## src/rtl/core/cfp_pkg.sv

```systemverilog
// Package for the control frame parser core.
// Holds the frame constants, the parse phase type and the token and result types.
// Depends on nothing.
`default_nettype none

package cfp_pkg;

    localparam logic [7:0] SOF_FIRST     = 8'h24;
    localparam logic [7:0] SOF_SECOND    = 8'h70;
    localparam logic [7:0] SOF_SUM       = SOF_FIRST + SOF_SECOND;
    localparam logic [3:0] PAYLOAD_FIRST = 4'd2;
    localparam logic [3:0] CKSUM_POS     = 4'd11;
    localparam int         PAYLOAD_LEN   = 9;

    typedef enum logic [1:0] {
        PH_HUNT_EMPTY = 2'd0,
        PH_HUNT_ONE   = 2'd1,
        PH_COLLECT    = 2'd2
    } cfp_phase_t;

    typedef struct packed {
        logic       commit;
        logic [3:0] slot;
        logic [7:0] data;
    } cfp_token_t;

    typedef struct packed {
        logic [3:0]  robot_mode;
        logic        enabled;
        logic        estopped;
        logic [15:0] buttons;
        logic [7:0]  axis_left_x;
        logic [7:0]  axis_left_y;
        logic [7:0]  axis_right_x;
        logic [7:0]  axis_right_y;
        logic [7:0]  axis_trigger_x;
        logic [7:0]  axis_trigger_y;
    } cfp_result_t;

endpackage

`default_nettype wire

```

## src/rtl/core/cfp_fifo.sv

```systemverilog
// Small register queue used between the parser stages and on the result side.
// Depends on nothing; width and depth come from parameters.
`default_nettype none

module cfp_fifo #(
    parameter int WIDTH = 8,
    parameter int DEPTH = 2
) (
    input  wire logic             clk,
    input  wire logic             rst_n,
    input  wire logic             wr_en,
    input  wire logic [WIDTH-1:0] wr_data,
    input  wire logic             rd_en,
    output logic      [WIDTH-1:0] rd_data,
    output logic                  full,
    output logic                  empty
);

    localparam int PTR_W = (DEPTH > 1) ? $clog2(DEPTH) : 1;
    localparam int CNT_W = $clog2(DEPTH + 1);

    logic [WIDTH-1:0] mem_reg [DEPTH];
    logic [PTR_W-1:0] wr_ptr_reg, wr_ptr_next;
    logic [PTR_W-1:0] rd_ptr_reg, rd_ptr_next;
    logic [CNT_W-1:0] count_reg, count_next;
    logic             do_wr, do_rd;

    assign full    = (count_reg == CNT_W'(DEPTH));
    assign empty   = (count_reg == '0);
    assign do_wr   = wr_en && !full;
    assign do_rd   = rd_en && !empty;
    assign rd_data = mem_reg[rd_ptr_reg];

    always_comb
    begin
        wr_ptr_next = wr_ptr_reg;
        rd_ptr_next = rd_ptr_reg;
        count_next  = count_reg;
        if (do_wr)
        begin
            wr_ptr_next = (wr_ptr_reg == PTR_W'(DEPTH - 1)) ? '0 : wr_ptr_reg + 1'b1;
        end
        if (do_rd)
        begin
            rd_ptr_next = (rd_ptr_reg == PTR_W'(DEPTH - 1)) ? '0 : rd_ptr_reg + 1'b1;
        end
        if (do_wr && !do_rd)
        begin
            count_next = count_reg + 1'b1;
        end
        else if (do_rd && !do_wr)
        begin
            count_next = count_reg - 1'b1;
        end
    end

    always_ff @(posedge clk or negedge rst_n)
    begin
        if (!rst_n)
        begin
            wr_ptr_reg <= '0;
            rd_ptr_reg <= '0;
            count_reg  <= '0;
        end
        else
        begin
            wr_ptr_reg <= wr_ptr_next;
            rd_ptr_reg <= rd_ptr_next;
            count_reg  <= count_next;
        end
    end

    always_ff @(posedge clk)
    begin
        if (do_wr)
        begin
            mem_reg[wr_ptr_reg] <= wr_data;
        end
    end

endmodule

`default_nettype wire

```

## src/rtl/core/cfp_front.sv

```systemverilog
// Front stage: hunts for the start pattern, tracks the frame position and the checksum.
// Emits payload and commit tokens. Depends on cfp_pkg.
`default_nettype none

module cfp_front (
    input  wire logic              clk,
    input  wire logic              rst_n,
    input  wire logic              in_accept,
    input  wire logic [7:0]        rx_byte,
    output logic                   tok_push,
    output cfp_pkg::cfp_token_t    tok
);

    import cfp_pkg::*;

    cfp_phase_t phase_reg, phase_next;
    logic [7:0] prev_byte_reg, prev_byte_next;
    logic [3:0] index_reg, index_next;
    logic [7:0] sum_reg, sum_next;

    always_comb
    begin
        phase_next     = phase_reg;
        prev_byte_next = prev_byte_reg;
        index_next     = index_reg;
        sum_next       = sum_reg;
        if (in_accept)
        begin
            unique case (phase_reg)
                PH_COLLECT:
                begin
                    if (index_reg < CKSUM_POS)
                    begin
                        sum_next   = sum_reg + rx_byte;
                        index_next = index_reg + 4'd1;
                    end
                    else
                    begin
                        phase_next = PH_HUNT_EMPTY;
                        index_next = '0;
                        sum_next   = '0;
                    end
                end
                default:
                begin
                    if (phase_reg == PH_HUNT_ONE && prev_byte_reg == SOF_FIRST
                        && rx_byte == SOF_SECOND)
                    begin
                        phase_next = PH_COLLECT;
                        index_next = PAYLOAD_FIRST;
                        sum_next   = SOF_SUM;
                    end
                    else
                    begin
                        phase_next     = PH_HUNT_ONE;
                        prev_byte_next = rx_byte;
                    end
                end
            endcase
        end
    end

    always_comb
    begin
        tok_push   = 1'b0;
        tok.commit = 1'b0;
        tok.slot   = index_reg - PAYLOAD_FIRST;
        tok.data   = rx_byte;
        if (in_accept && phase_reg == PH_COLLECT)
        begin
            if (index_reg < CKSUM_POS)
            begin
                tok_push = (index_reg >= PAYLOAD_FIRST);
            end
            else
            begin
                tok.commit = 1'b1;
                tok_push   = (rx_byte == sum_reg);
            end
        end
    end

    always_ff @(posedge clk or negedge rst_n)
    begin
        if (!rst_n)
        begin
            phase_reg     <= PH_HUNT_EMPTY;
            prev_byte_reg <= '0;
            index_reg     <= '0;
            sum_reg       <= '0;
        end
        else
        begin
            phase_reg     <= phase_next;
            prev_byte_reg <= prev_byte_next;
            index_reg     <= index_next;
            sum_reg       <= sum_next;
        end
    end

endmodule

`default_nettype wire

```

## src/rtl/core/cfp_back.sv

```systemverilog
// Back stage: stores payload bytes and builds a result when a commit token arrives.
// Depends on cfp_pkg.
`default_nettype none

module cfp_back (
    input  wire logic                  clk,
    input  wire logic                  tok_empty,
    input  wire cfp_pkg::cfp_token_t   tok,
    output logic                       tok_pop,
    input  wire logic                  res_full,
    output logic                       res_push,
    output cfp_pkg::cfp_result_t       res
);

    import cfp_pkg::*;

    logic [7:0] store_reg [PAYLOAD_LEN];

    always_comb
    begin
        tok_pop  = 1'b0;
        res_push = 1'b0;
        if (!tok_empty)
        begin
            if (tok.commit)
            begin
                tok_pop  = !res_full;
                res_push = !res_full;
            end
            else
            begin
                tok_pop = 1'b1;
            end
        end
    end

    always_ff @(posedge clk)
    begin
        if (tok_pop && !tok.commit && tok.slot < 4'(PAYLOAD_LEN))
        begin
            store_reg[tok.slot] <= tok.data;
        end
    end

    assign res.robot_mode     = store_reg[0][3:0];
    assign res.enabled        = store_reg[0][4];
    assign res.estopped       = store_reg[0][5];
    assign res.buttons        = {store_reg[2], store_reg[1]};
    assign res.axis_left_x    = store_reg[3];
    assign res.axis_left_y    = store_reg[4];
    assign res.axis_right_x   = store_reg[5];
    assign res.axis_right_y   = store_reg[6];
    assign res.axis_trigger_x = store_reg[7];
    assign res.axis_trigger_y = store_reg[8];

endmodule

`default_nettype wire

```

## src/rtl/core/control_frame_parser_core.sv

```systemverilog
// Top level of the control frame parser: front stage, token queue, back stage, result queue.
// Depends on cfp_pkg, cfp_fifo, cfp_front and cfp_back.
//
//   channel   direction  handshake      payload
//   input     in         push / full    rx_byte
//   result    out        empty / pop    robot_mode .. axis_trigger_y
//
// One byte is accepted per cycle while full is low; a good frame's commit token passes through
// the token queue, and once the result queue has room its result is written there to be popped.
// Reset clears the parse state and both queues; the payload store is not reset.
// full rises only when the token queue fills, which happens after the result queue fills
// and a commit waits; payload bytes keep flowing while a result waits to be taken.
`default_nettype none

module control_frame_parser_core #(
    parameter int TOKEN_DEPTH  = 4,
    parameter int RESULT_DEPTH = 2
) (
    input  wire logic        clk,
    input  wire logic        rst_n,
    input  wire logic        push,
    output logic             full,
    input  wire logic [7:0]  rx_byte,
    output logic             empty,
    input  wire logic        pop,
    output logic [3:0]       robot_mode,
    output logic             enabled,
    output logic             estopped,
    output logic [15:0]      buttons,
    output logic [7:0]       axis_left_x,
    output logic [7:0]       axis_left_y,
    output logic [7:0]       axis_right_x,
    output logic [7:0]       axis_right_y,
    output logic [7:0]       axis_trigger_x,
    output logic [7:0]       axis_trigger_y
);

    import cfp_pkg::*;

    logic        in_accept;
    logic        tok_push, tok_pop, tok_full, tok_empty;
    cfp_token_t  tok_in, tok_out;
    logic        res_push, res_full;
    cfp_result_t res_in, res_out;

    assign full      = tok_full;
    assign in_accept = push && !tok_full;

    cfp_front u_front (
        .clk       (clk),
        .rst_n     (rst_n),
        .in_accept (in_accept),
        .rx_byte   (rx_byte),
        .tok_push  (tok_push),
        .tok       (tok_in)
    );

    cfp_fifo #(
        .WIDTH ($bits(cfp_token_t)),
        .DEPTH (TOKEN_DEPTH)
    ) u_tok_fifo (
        .clk     (clk),
        .rst_n   (rst_n),
        .wr_en   (tok_push),
        .wr_data (tok_in),
        .rd_en   (tok_pop),
        .rd_data (tok_out),
        .full    (tok_full),
        .empty   (tok_empty)
    );

    cfp_back u_back (
        .clk       (clk),
        .tok_empty (tok_empty),
        .tok       (tok_out),
        .tok_pop   (tok_pop),
        .res_full  (res_full),
        .res_push  (res_push),
        .res       (res_in)
    );

    cfp_fifo #(
        .WIDTH ($bits(cfp_result_t)),
        .DEPTH (RESULT_DEPTH)
    ) u_res_fifo (
        .clk     (clk),
        .rst_n   (rst_n),
        .wr_en   (res_push),
        .wr_data (res_in),
        .rd_en   (pop),
        .rd_data (res_out),
        .full    (res_full),
        .empty   (empty)
    );

    assign robot_mode     = res_out.robot_mode;
    assign enabled        = res_out.enabled;
    assign estopped       = res_out.estopped;
    assign buttons        = res_out.buttons;
    assign axis_left_x    = res_out.axis_left_x;
    assign axis_left_y    = res_out.axis_left_y;
    assign axis_right_x   = res_out.axis_right_x;
    assign axis_right_y   = res_out.axis_right_y;
    assign axis_trigger_x = res_out.axis_trigger_x;
    assign axis_trigger_y = res_out.axis_trigger_y;

`ifndef NO_ASSERTIONS
    a_tok_no_overflow: assert property (@(posedge clk) disable iff (!rst_n)
        tok_push |-> !tok_full)
        else $error("Token queue written while full.");

    a_res_no_overflow: assert property (@(posedge clk) disable iff (!rst_n)
        res_push |-> !res_full)
        else $error("Result queue written while full.");

    a_commit_pairs_result: assert property (@(posedge clk) disable iff (!rst_n)
        (tok_pop && tok_out.commit) |-> res_push)
        else $error("Commit token retired without a result transaction.");

    a_no_result_without_commit: assert property (@(posedge clk) disable iff (!rst_n)
        res_push |-> (!tok_empty && tok_out.commit))
        else $error("Result transaction without a commit token.");
`endif

endmodule

`default_nettype wire
```

## config.mk

```make
export PLATFORM = sky130hd
export DESIGN_NAME = control_frame_parser_core
export DESIGN_NICKNAME = d
export VERILOG_FILES = /design/src/rtl/core/cfp_pkg.sv /design/src/rtl/core/cfp_fifo.sv /design/src/rtl/core/cfp_front.sv /design/src/rtl/core/cfp_back.sv /design/src/rtl/core/control_frame_parser_core.sv
export SDC_FILE = /design/constraint.sdc
export NUM_CORES = 1
export LEC_CHECK = 0
export BUFFER_PORTS_ARGS = -buffer_cell sky130_fd_sc_hd__buf_2
export CAP_MARGIN = 20
export CELL_PAD_IN_SITES_DETAIL_PLACEMENT = 1
export CELL_PAD_IN_SITES_GLOBAL_PLACEMENT = 2
export CORE_MARGIN = 3
export CORE_UTILIZATION = 40
export DETAILED_ROUTE_END_ITERATION = 6
export PLACE_DENSITY = 0.75
export SETUP_SLACK_MARGIN = 0.1
export SYNTH_ARGS = -nofsm -noshare
export SYNTH_HDL_FRONTEND = slang
export SYNTH_HIERARCHICAL = 1
export SYNTH_SLANG_ARGS = --single-unit
```

## constraint.sdc

```tcl
create_clock -name clk -period 8.3 [get_ports clk]
set_input_delay 0.415 -clock clk [delete_from_list [all_inputs] [get_ports clk]]
set_output_delay 0.415 -clock clk [all_outputs]
set_load 0.01 [all_outputs]
```

* Word level (Yosys, flattened, before mapping)
Memories as Yosys holds them, arrays and structs flattened.
Index checks and enable logic that the tools add are counted.
** Storage, ports and cells
- Bits of input ports :: 12
- Flip-flop bits (word level) :: 33
- Bits in writable memories :: 264
- Output and inout bits :: 72
- Memories kept :: 3
- Logic and storage cells :: 101
** Cells by class
- Muxes and demuxes :: 31
- Add/sub/neg operators :: 11
- Reductions and logical operators :: 31
- Magnitude comparators :: 3
- Eq/ne operators :: 10
- Bitwise operators :: 2
** Memory list
- u_res_fifo.mem_reg :: words 2, width 70, read ports 1, clocked after memory_dff 0, write ports 1, RTL line cfp_fifo.sv:22 : logic [WIDTH-1:0] mem_reg [DEPTH];
- u_back.store_reg :: words 9, width 8, read ports 9, clocked after memory_dff 0, write ports 1, RTL line cfp_back.sv:17 : logic [7:0] store_reg [PAYLOAD_LEN];
- u_tok_fifo.mem_reg :: words 4, width 13, read ports 1, clocked after memory_dff 0, write ports 1, RTL line cfp_fifo.sv:22
** Operators with widths (number)
- 2-to-1 mux 8 bit :: 3
- 2-to-1 mux 1 bit :: 16
- logical AND 1 bit :: 14
- 2-to-1 mux 2 bit :: 7
- 2-to-1 mux 4 bit :: 3
- logical NOT 1 bit :: 9
- adder 8 bit :: 1
- equality test 2 bit (second input constant) :: 4
- equality test 8 x 6 -> 1 bit (second input constant) :: 1
- equality test 8 x 7 -> 1 bit (second input constant) :: 1
- equality test 8 bit :: 1
- less-than comparator 4 bit (second input constant) :: 2
- adder 2 x 1 -> 2 bit (second input constant) :: 3
- 2-to-1 mux 3 bit :: 2
- nonzero test 2 bit :: 3
- adder 4 x 1 -> 4 bit (second input constant) :: 1
- >= comparator 4 x 2 -> 1 bit (second input constant) :: 1
- AND reduction 2 bit :: 2
- subtractor 4 x 2 -> 4 bit (second input constant) :: 1
- adder 3 x 1 -> 3 bit (second input constant) :: 1
- equality test 3 bit (second input constant) :: 1
- logical NOT 3 bit :: 1
- AND reduction 3 bit :: 1
- subtractor 3 x 1 -> 3 bit (second input constant) :: 1
- 6 further kinds :: 8

* Depth between registers and ports, before layout
- Word-level depth :: 10
- Gate-level depth with buffers :: 13
- Mapped depth without buffers :: 11

* Modules after synthesis
Netlist, hierarchy kept.
** By module, submodules not included
- cfp_fifo (u_res_fifo) :: cells each 237, times used 1, seq. area each 4304.1 um^2, area each 5599.1 um^2
- cfp_fifo (u_tok_fifo) :: cells each 105, times used 1, seq. area each 1736.7 um^2, area each 2318.5 um^2
- cfp_back :: cells each 87, times used 1, seq. area each 2102.0 um^2, area each 2213.4 um^2
- cfp_front :: cells each 148, times used 1, seq. area each 550.5 um^2, area each 1433.9 um^2
- control_frame_parser_core :: cells each 1, times used 1, seq. area each 0.0 um^2, area each 13.8 um^2

* Worst setup path before layout
No wires, ideal clock.
- Path type :: register -> register
- Start :: register u_tok_fifo.rd_ptr_reg[0]
- End :: memory u_res_fifo/mem_reg[0][0] in the netlist's numbering, enable pin
- Arrival time :: 4.201 ns
- Slack :: 3.600 ns
- Period minus slack after synthesis :: 4.700 ns
- Setup time :: 0.499 ns
- Stages on the path, launching flop included :: 6
- Required time :: 7.801 ns
- Cells stage by stage :: dfrtp_1 -> buf_2 -> mux4_2 -> nor3b_1 -> nand2_1 -> nor2_1
** RTL lines
- from (decl) :: RTL line cfp_fifo.sv:24 : logic [PTR_W-1:0] rd_ptr_reg, rd_ptr_next;
- from (signal assigned) :: RTL line cfp_fifo.sv:68 : rd_ptr_reg <= rd_ptr_next;
- to (decl) :: RTL line cfp_fifo.sv:22

==> impl_metrics.env <==
export IMPL_status="completed"
export IMPL_core_um2=28200
export IMPL_rows=61
export IMPL_cp_max_fo=16
export IMPL_setup_violations_final=0
export IMPL_grt_max_degree=71
export IMPL_drt_initial_drc_count=394
export IMPL_avgViaCountPerCell=4.93
export IMPL_endpoint_kind="flip-flop"
export IMPL_swShare_pct=30.9
export IMPL_postLayoutSetupSlackWorst_ns=5.01
export IMPL_path_clk_slew_ns=0.06
export IMPL_nets=711
export IMPL_p_seq_share_pct=45.7
export IMPL_dp_cells=1021
export IMPL_ys_seq_elements=295
export IMPL_worst_pin_slew_ns=0.986
export IMPL_drive_gt1_share_pct=34.9
export IMPL_top_layer_used="met4"
export IMPL_antenna_found_initial=0
export IMPL_yosys_warnings=6
export IMPL_synthTopCellsByArea="edfxtp_1 68%, mux2_4 9.2%, dfrtp_1 7.1%"
export IMPL_leakage_nw=4.83
export IMPL_net_switching_power_w=0.00160
export IMPL_cts_hold_buffers=1
export IMPL_clock_sinks=295
export IMPL_clockPowerShare_pct=24.1
export IMPL_area_growth_pct=14.2
export IMPL_place_ws_ns=4.73
export IMPL_drc_errors=0
export IMPL_grt_pass1_wl_mm=34.1
export IMPL_rsz0062_at_grt="no"
export IMPL_path_class="reg -> reg"
export IMPL_cts_repair_resize_count=0
export IMPL_fin_crit_ns=3.29
export IMPL_synth_top_area_share_pct=67.9
export IMPL_synth_area_per_cell_um2=20.0
export IMPL_rrSetupSlack_ns=5.01
export IMPL_ant_nets=0
export IMPL_ys_flop_type="edfxtp_1"
export IMPL_ir_worst_vdd_v=0.000173
export IMPL_syn_area_um2=11600
export IMPL_synth_cell_types=51
export IMPL_drv_slew=0
export IMPL_min_path_type="in -> reg"
export IMPL_dieArea_um2=31000
export IMPL_firstDrtPassIters=4
export IMPL_synthCells=578
export IMPL_combPwrFrac_pct=30.2
export IMPL_clockBufferDepth=3
export IMPL_slew_headroom_pct=34.2
export IMPL_met3_length_um=949
export IMPL_cpMaxStageDelayCell="dfrtp_1"
export IMPL_power_density_nw_per_um2=391
export IMPL_cts_root_buffer="clkbuf_16"
export IMPL_max_freq_mhz=304
export IMPL_hold_viol_final=0
export IMPL_gp_congestion=0.842
export IMPL_fin_skew_ns=0.0182
export IMPL_htreeDepth=1
export IMPL_synthTopCellsByCount="262 x edfxtp_1, 71 x mux2_4, 33 x dfrtp_1, 19 x nor2_1, 18 x ha_1"
export IMPL_fin_cells=1080
export IMPL_dp_hpwl_mm=14.3
export IMPL_synth_area_leader_cell="edfxtp_1"
export IMPL_syn_num_nets=610
export IMPL_period_share_pct=39.7
export IMPL_die_width_um=176
export IMPL_critPathRequiredTime_ns=8.45
export IMPL_met2WireLength_mm=11.2
export IMPL_crit_path_max_incr_delay_ns=0.93
export IMPL_dr_total_vias=5328
export IMPL_drv_cap=0
export IMPL_crit_chain="mux4_2 > or4b_1 > nor2_1"
export IMPL_internal_power_w=0.00358
export IMPL_drt_wl_total_mm=21.9
export IMPL_cts_tree="built"
export IMPL_grt_use_total_pct=14.1
export IMPL_largest_reg_flops=140
export IMPL_worst_ep_arrival_time_ns=3.45
export IMPL_initial_core_util_pct=41.1
export IMPL_start_kind="flip-flop"
export IMPL_post_cts_setup_buffers=0
export IMPL_first_global_vias=5844
export IMPL_clock_latency_ns=0.53
export IMPL_synth_edff_count=262
export IMPL_cts_buffers_inserted=31
export IMPL_setup_tns_ns=0
export IMPL_async_flop_share_pct=11.2
export IMPL_num_antenna_cells=0
export IMPL_synth_most_common_cell="edfxtp_1"
export IMPL_port_buffer_count=83
export IMPL_yosysSeqAreaShare_pct=75.1
export IMPL_wl_per_cell_um=20.3
export IMPL_grt_overflow=0
export IMPL_ioPinCount=84
export IMPL_wl_met1_mm=9.42
export IMPL_die_height_um=176
critical path, delay by kind of cell, from the launching register on:
family / cells / cell delay [ns]
and+or+nand+nor: 2 / 1.29
DFF: 1 / 0.93
muxes: 1 / 0.69
worst paths after layout:
kind	from	end	depth (start not counted)
setup / recovery	u_tok_fifo/rd_ptr_reg[0]$_DFFE_PN0P_	u_back/store_reg[6][6]$_DFFE_PP_	3
hold / removal	rx_byte[2]	u_tok_fifo/mem_reg[3][2]$_DFFE_PP_	1
setup reg to reg	u_tok_fifo/rd_ptr_reg[0]$_DFFE_PN0P_	u_back/store_reg[6][6]$_DFFE_PP_	3
hold reg to reg	u_back/store_reg[7][6]$_DFFE_PP_	u_res_fifo/mem_reg[0][14]$_DFFE_PP_	0
max in group asynchronous	rst_n	u_res_fifo/rd_ptr_reg$_DFFE_PN0P_	2
min in group asynchronous	rst_n	u_front/sum_reg[2]$_DFFE_PN0P_	2
per-layer routing:
layer | up-vias | global-route usage, %
met5 | - | 0
met4 | 0 | 2.94
met3 | 26 | 2.39
met2 | 123 | 25.0
met1 | 2734 | 18.4
li1 | 2445 | -
layout make-up:
cell class,count,area [um^2]
Sequential cell,295,8700
Fill cell,2636,14900
Tap cell,378,473
Inverter,12,45.0
Clock buffer,37,798
Multi-Input combinational cell,246,2590
Timing Repair Buffer,93,490
Clock inverter,19,125
power groups by stage:
stage	clock network (W)	logic (W)	registers [W]
floorplan	0	0.00120	0.00228
global placement	0	0.00154	0.00236
detailed placement	0	0.00159	0.00240
CTS	0.00128	0.00160	0.00237
global route	0.00136	0.00170	0.00241
finish	0.00125	0.00157	0.00236
stage by stage:
step           hold WS, ns  power, W  cell area [um^2]  util [%]
2_1_floorplan        0.119   0.00348             11600         -
4_1_cts              0.160   0.00525             13200      46.9
3_3_place_gp         0.422   0.00390             12300      43.6
6_report             0.181   0.00518             13200      46.9
3_5_place_dp         0.433   0.00399             12300      43.6
5_1_grt              0.178   0.00547             13200      46.9
cells in the final DEF, fill, tap and decap left out, types with 4 or more instances in the layout:
cell type   instances
ha_1               18
a21oi_1             9
xnor2_1             7
edfxtp_1          262
dfrtp_1            32
nor4_1              4
nor3_1             11
mux4_2             13
buf_4               7
clkinvlp_4          4
clkinv_1            7
o21ai_0             9
clkbuf_1            6
clkinv_2            6
clkbuf_16          31
buf_2              84
xor2_1              7
nand3_1             7
and2_1              4
mux2_2             11
nand2_1            14
mux2_4             71
nor2_1             18
inv_1              12
kinds of logic (layout without fill, tap and decap cells):
group | Yosys count | count (layout) | share of synthesized area, %
flip-flops | 295 | 295 | 75.1
multiplexers | 95 | 95 | 12.8
AND/OR/NAND/NOR | 81 | 81 | 4.06
buffers and inverters | 37 | 161 | 2.68
AO/OA/AOI/OAI | 36 | 36 | 2.02
adder cells (fa/ha/maj) | 20 | 20 | 2.29
XOR/XNOR | 14 | 14 | 1.06
Note: power is estimated with default switching activity, not from simulation.
